### config.mk
export PLATFORM = sky130hd
export DESIGN_NAME = vrp_cordic_cell
export DESIGN_NICKNAME = d
export VERILOG_FILES = /design/src/rtl/vrp_pkg.sv /design/src/rtl/vrp_cordic_cell.sv
export SDC_FILE = /design/constraint.sdc
export NUM_CORES = 1
export LEC_CHECK = 0
export CAP_MARGIN = 20
export CORE_ASPECT_RATIO = 1.4
export CORE_MARGIN = 1
export CORE_UTILIZATION = 25
export DETAILED_ROUTE_END_ITERATION = 8
export DONT_BUFFER_PORTS = 1
export PLACE_DENSITY_LB_ADDON = 0.1
export SLEW_MARGIN = 20
export SYNTH_ARGS = -nofsm -noshare
export SYNTH_HDL_FRONTEND = slang
export SYNTH_SLANG_ARGS = --single-unit
### constraint.sdc
create_clock -name clk -period 9.29 [get_ports clk]
set_clock_uncertainty 0.15 [all_clocks]
set_input_delay 1.858 -clock clk [delete_from_list [all_inputs] [get_ports clk]]
set_output_delay 1.858 -clock clk [all_outputs]
set_load 0.05 [all_outputs]
### src/rtl/vrp_pkg.sv
// Package for the 2D vector rectangular/polar unit: widths, fixed-point
// constants, opcodes, the CORDIC arctangent table and the pipeline lane type.
// Depends on nothing.
package vrp_pkg;

  localparam int CORDIC_STEPS_DEF = 16;
  localparam int XW = 50;         // working x/y width, Q32 with headroom
  localparam int ZW = 34;         // angle accumulator width, Q30
  localparam int RW = 46;         // magnitude of the Q30 input angle
  localparam int RED_STEPS = 13;  // restoring steps of the angle reduction

  localparam logic signed [31:0]    K_Q30       = 32'sd652032874;
  localparam logic signed [ZW-1:0]  PI_Q30      = 34'sd3373259426;
  localparam logic signed [ZW-1:0]  HALF_PI_Q30 = 34'sd1686629713;
  localparam logic signed [ZW-1:0]  TWO_PI_Q30  = 34'sd6746518852;
  localparam logic [RW-1:0]         TWO_PI_RED  = 46'd6746518852;
  localparam logic signed [19:0]    ANGLE_LIMIT = 20'sd205888;
  localparam logic signed [31:0]    I32_MAX     = 32'sh7fffffff;
  localparam logic signed [31:0]    I32_MIN     = 32'sh80000000;

  typedef enum logic [2:0] {
    OP_PASS  = 3'd0,
    OP_ADD   = 3'd1,
    OP_SUB   = 3'd2,
    OP_NEG   = 3'd3,
    OP_SCALE = 3'd4,
    OP_POLAR = 3'd5
  } op_t;

  // atan(2^-i) in Q30, truncated.
  localparam logic [29:0] ATAN_TAB [31] = '{
    30'd843314856, 30'd497837829, 30'd263043836, 30'd133525158, 30'd67021686,
    30'd33543515, 30'd16775850, 30'd8388437, 30'd4194282, 30'd2097149,
    30'd1048575, 30'd524287, 30'd262143, 30'd131071, 30'd65535,
    30'd32767, 30'd16383, 30'd8191, 30'd4095, 30'd2047,
    30'd1023, 30'd511, 30'd255, 30'd127, 30'd63,
    30'd31, 30'd15, 30'd8, 30'd4, 30'd2, 30'd1
  };

  // Everything one item carries down the pipeline.
  typedef struct packed {
    logic [2:0]              op;
    logic                    sat;
    logic                    flip;
    logic                    neg;
    logic                    zero;
    logic signed [31:0]      rx;
    logic signed [31:0]      ry;
    logic signed [XW-1:0]    x;
    logic signed [XW-1:0]    y;
    logic signed [ZW-1:0]    z;
    logic [RW-1:0]           red;
  } lane_t;

  function automatic logic signed [31:0] clip32(input logic signed [XW-1:0] v);
    logic signed [31:0] r;
    if (v > XW'(I32_MAX)) begin
      r = I32_MAX;
    end else if (v < XW'(I32_MIN)) begin
      r = I32_MIN;
    end else begin
      r = v[31:0];
    end
    return r;
  endfunction

  function automatic logic ovf32(input logic signed [XW-1:0] v);
    return (v > XW'(I32_MAX)) || (v < XW'(I32_MIN));
  endfunction

endpackage

### src/rtl/vrp_cordic_cell.sv
// One CORDIC micro-rotation with a fixed shift, rotating or vectoring.
// Depends on vrp_pkg.
module vrp_cordic_cell
  import vrp_pkg::*;
#(
  parameter int STAGE     = 0,
  parameter bit VECTORING = 1'b0
) (
  input  logic  clk,
  input  logic  rst_n,
  input  logic  en,
  input  logic  in_valid,
  input  lane_t in_lane,
  output logic  valid_r,
  output lane_t lane_r
);

  localparam logic signed [ZW-1:0] ANG = ZW'(ATAN_TAB[STAGE]);

  lane_t                lane_nxt;
  logic signed [XW-1:0] xs;
  logic signed [XW-1:0] ys;
  logic                 pos;

  always_comb begin
    lane_nxt = in_lane;
    xs       = in_lane.x >>> STAGE;
    ys       = in_lane.y >>> STAGE;
    pos      = VECTORING ? (in_lane.y >= 0) : (in_lane.z >= 0);
    // Vectoring drives y toward zero; rotating drives z toward zero.
    if (pos ^ VECTORING) begin
      lane_nxt.x = in_lane.x - ys;
      lane_nxt.y = in_lane.y + xs;
      lane_nxt.z = in_lane.z - ANG;
    end else begin
      lane_nxt.x = in_lane.x + ys;
      lane_nxt.y = in_lane.y - xs;
      lane_nxt.z = in_lane.z + ANG;
    end
  end

  always_ff @(posedge clk) begin
    if (!rst_n) begin
      valid_r <= 1'b0;
    end else if (en) begin
      valid_r <= in_valid;
    end
  end

  always_ff @(posedge clk) begin
    if (en) begin
      lane_r <= lane_nxt;
    end
  end

endmodule

Word-level counts from Yosys, hierarchy flattened
Cells that the tools add are included.

Bits of input ports: 255. Register bits: 252. Output and inout bits: 252.

Order comparisons: 1. Multiplexer cells: 1. Add/sub/neg operators: 5.

Operators by type and width (number): $mux W134 (1); $sub A50 B50 Y50 (2); $add A50 B50 Y50 (1); $add A34 B31 Y34 const B (1); $ge A34 B1 Y1 const B (1); $sub A34 B31 Y34 const B (1).

Depth between registers and ports, before layout
Word-level depth: 2. Mapped depth: 22.

Worst setup path before layout
Ideal clock, no wire load.

Kind: input to register. Start: in in_lane[79] (netlist bit). End: reg lane_r[73] (netlist bit) (data pin). Buffers on the path: 2. Required time: 8.871 ns. Stages: 21. Data arrival time: 5.815 ns. Setup time: 0.269 ns. Path slack: 3.056 ns. Cells stage by stage: inv_1 > ha_1 > nor4b_1 > nand4_1 > nor4_1 > and4_1 > nand2b_1 > inv_1 > clkbuf_1 > clkbuf_1 > fa_1 > and2b_1 > o31ai_1 > a21oi_1 > o21ai_0 > a2111oi_0 > o21a_1 > o21a_1 > o22ai_1 > o31ai_1 > xor2_1.

RTL lines: from (decl) (RTL line vrp_cordic_cell.sv:13) `input lane_t in_lane,`; to (signal assigned) (RTL line vrp_cordic_cell.sv:52) `lane_r <= lane_nxt;`; to (decl) (RTL line vrp_cordic_cell.sv:15) `output lane_t lane_r`.

==> run summary <==
==================================================================================
Maximum level of the CTS H-tree                                                  1
Via count of the first global-routing pass                                   15057
Via density per instance                                                      5.20
Total detailed-routing wirelength                                          73.6 mm
Die boundary height                                                         322 um
Number of CTS-inserted buffers                                                  29
Worst voltage drop across the vdd grid                                    0.136 mV
Count of max-cap constraint violations                                           0
ANT cells                                                                        0
Buffers on Ports                                                                 0
Arrival time of the worst setup path                                       7.09 ns
Dpl cells                                                                     2781
Clock tree buffer depth                                                          3
Via count                                                                    14727
Final Max Tran Viols                                                             0
First-pass GRT wire length                                                  104 mm
Final core utilization                                                       0.278
Static Leakage                                                             7.68 nW
Delay of the slowest critical-path stage                                   0.83 ns
Critical path endpoint category                                          flip-flop
Number of instances in the synthesized netlist                                1902
Setup repair bufs after CTS                                                      0
Fillcell total                                                                7808
Final Setup Violations                                                           0
Largest delay share family, worst path                                compound AO/OA/AOI/OAI gates
Total power per unit cell area                                         204 nW/um^2
Status                                                                finished clean
Signed area change from the synthesized netlist to the final layout          10.3%
CTS clk-pin slew, worst paths                                              0.07 ns
DRC violations left                                                              0
Count of hold-fix buffers inserted at cts                                        0
TNS Setup                                                                     0 ns
Class of the tightest hold or removal check                             reg -> reg
Relative slew margins                                                        0.130
Area taken by multi-input logic gates                                    9840 um^2
Final worst slack                                                          2.39 ns
Critical Path Fanout Max                                                        58
Max Freq                                                                 0.145 GHz
Cell taking the most area after synthesis                             sky130_fd_sc_hd__edfxtp_1
Global routing usage summed across all routing layers                        0.190
Type of the worst setup path                                             in -> reg
Number of detailed-routing iterations run before antenna repair                  5
Source-to-sink clock delay at the later pin of the worst-skew pair         0.60 ns
Clock period minus final worst setup slack                                 6.90 ns
Largest cells by area after synthesis                                 sky130_fd_sc_hd__edfxtp_1 (41%), sky130_fd_sc_hd__ha_1 (12%), sky130_fd_sc_hd__a21oi_1 (6.5%), sky130_fd_sc_hd__xnor2_1 (5.3%), sky130_fd_sc_hd__inv_1 (3.2%)
Area after DPL                                                          19200 um^2
Number of gates given a new drive strength after cts                             0
Buf+Inv Stages, Crit Path                                                        3
Post-route design area                                                  20200 um^2
First DRT Iteration DRCs                                                      1045
Number of antenna violations at the first check in global routing                2
Critical Path RT                                                           9.49 ns
Post-synthesis area per instance                                         9.63 um^2
Final cell count without fillers                                              2834
Residual overflow from global routing                                            0
Layout cell share with drive strength beyond 1                              0.0478
Part of the cycle the worst path needs                                       0.743
Setup repair after global routing missed its margin                          false
Number of nets in the finished design                                         2296
Clock sink count                                                               251
Standard-cell rows                                                             117
Die Area                                                                74400 um^2
Highest-delay cell along the critical path                            sky130_fd_sc_hd__a2111oi_0
Number of nets with antenna violations after routing                             0
Category of the worst setup path launch point                         primary input
Area taken by flip-flops and latches                                     7530 um^2
Worst setup timing slack at the placement stage                            1.73 ns
Global placer's final weighted congestion                                    0.872
Width of the die                                                            231 um
Largest net degree at the start of global routing                              252
CTS tree                                                                     built
Syn Std Cell Area                                                       18300 um^2
Count of flip-flops with a built-in enable after synthesis                     250
Fraction of synthesis flops using an asynchronous set or reset pin               0
Post-synthesis cell type count                                                  92
Worst slew pin tran                                                        1.30 ns
Area of the placeable core                                              72600 um^2
Detailed Place HPWL                                                        58.6 mm
Final Hold Fails                                                                 0
Total of flip-flops plus latches after synthesis                               251
Cell chosen for the clock root                                        sky130_fd_sc_hd__clkbuf_16
Most frequently used flop master after synthesis                      sky130_fd_sc_hd__edfxtp_1
Synthesis warning total                                                          0
Initial core utilization                                                     0.252
Sequential cell area fraction in the yosys report                            0.411
Share of the synthesized area in the top cell type                           0.410
Wirelength per Cell                                                        26.0 um
Series of cell instances along the critical path                      inv_1, ha_1, nor4b_1, nand4_1, nor4_1, and4_1, nand2b_4, clkinv_2, buf_4, fa_1, and2b_1, o31ai_1, a21oi_1, o21ai_0, a2111oi_0, o21a_1, o21a_1, o22ai_1, o31ai_1, xor2_1
I/O pin total                                                                  507
Synth Net Count                                                               2338
==================================================================================
## cell usage in the layout (no fill, tap or decap), types with 19 or more instances in the layout
cell                        instances
sky130_fd_sc_hd__mux2i_1           23
sky130_fd_sc_hd__o21ai_0          113
sky130_fd_sc_hd__nor3_1            26
sky130_fd_sc_hd__edfxtp_1         250
sky130_fd_sc_hd__nor2_1           154
sky130_fd_sc_hd__clkbuf_16         29
sky130_fd_sc_hd__o21bai_1          47
sky130_fd_sc_hd__nand3_1           32
sky130_fd_sc_hd__ha_1             177
sky130_fd_sc_hd__nand4_1           34
sky130_fd_sc_hd__nand2_1          106
sky130_fd_sc_hd__inv_1            156
sky130_fd_sc_hd__nor4_1            29
sky130_fd_sc_hd__a21oi_1          239
sky130_fd_sc_hd__o21a_1            21
sky130_fd_sc_hd__or3_1             19
sky130_fd_sc_hd__xnor2_1          111
sky130_fd_sc_hd__a21o_1            38
## path summary, 6_finish.rpt
check                           slack, ns  cells after the start   startpoint          to
worst min register to register       0.63                      2      valid_r     valid_r
worst max-delay path                 2.39                     20  in_lane[79]  lane_r[73]
worst max register to register       8.19                      2      valid_r     valid_r
worst min-delay path                 0.63                      2      valid_r     valid_r
## power by group
part,switching [mW],internal (mW)
sequential,0.575,1.45
combinational,0.558,0.290
clock,0.532,0.718
## tightest hold or removal path, cell delays in order (launching register included)
cell and delay, ns:
sky130_fd_sc_hd__dfxtp_1 0.47, sky130_fd_sc_hd__mux2i_1 0.20, sky130_fd_sc_hd__nor2b_1 0.06
## flip-flops by register name, indices dropped and copies added, names as in the netlist
name	cells
valid_r	1
lane_r	250
## metal layers
layer	track usage	part of all wire
met4	0.0762	0.040
met5	0	0.00018
met3	0.0429	0.065
met1	0.203	0.37
met2	0.357	0.53
## layout make-up
type	instances	share of cell area
inverters	161	0.0300
multi-input cells	1413	0.487
clock inverters	22	0.0140
repair buffers	4	0.00149
clock buffers	31	0.0363
flip-flops and latches	251	0.372
well taps	952	0.0589
## Yosys cell counts (8+ instances only)
library cell	number
sky130_fd_sc_hd__a2111oi_0	10
sky130_fd_sc_hd__a211oi_1	18
sky130_fd_sc_hd__a21o_1	38
sky130_fd_sc_hd__a21oi_1	239
sky130_fd_sc_hd__a31oi_1	17
sky130_fd_sc_hd__buf_1	8
sky130_fd_sc_hd__buf_2	22
sky130_fd_sc_hd__clkbuf_1	37
sky130_fd_sc_hd__edfxtp_1	250
sky130_fd_sc_hd__ha_1	177
sky130_fd_sc_hd__inv_1	157
sky130_fd_sc_hd__mux2i_1	23
sky130_fd_sc_hd__nand2_1	106
sky130_fd_sc_hd__nand2b_1	15
sky130_fd_sc_hd__nand3_1	32
sky130_fd_sc_hd__nand4_1	34
sky130_fd_sc_hd__nor2_1	154
sky130_fd_sc_hd__nor2b_1	16
sky130_fd_sc_hd__nor3_1	26
sky130_fd_sc_hd__nor4_1	29
sky130_fd_sc_hd__o211ai_1	15
sky130_fd_sc_hd__o21a_1	21
sky130_fd_sc_hd__o21ai_0	113
sky130_fd_sc_hd__o21bai_1	47
sky130_fd_sc_hd__o31ai_1	17
sky130_fd_sc_hd__or3_1	19
sky130_fd_sc_hd__xnor2_1	111
sky130_fd_sc_hd__xor2_1	10
## cells by family after synthesis
kind of cell	share of synthesized area
fa+ha+maj	0.125
xor+xnor	0.0578
mux	0.0126
flops	0.411
buf+inv	0.0526
simple gates	0.123
compound gates	0.218
## metrics by stage
step	power (mW)	hold slack, ns
floorplan	2.59	0.593
global placement	2.90	0.620
detailed placement	2.89	0.625
CTS	4.19	0.634
global route	4.30	0.671
finish	4.12	0.627
Power figures use the tool's default switching activity.
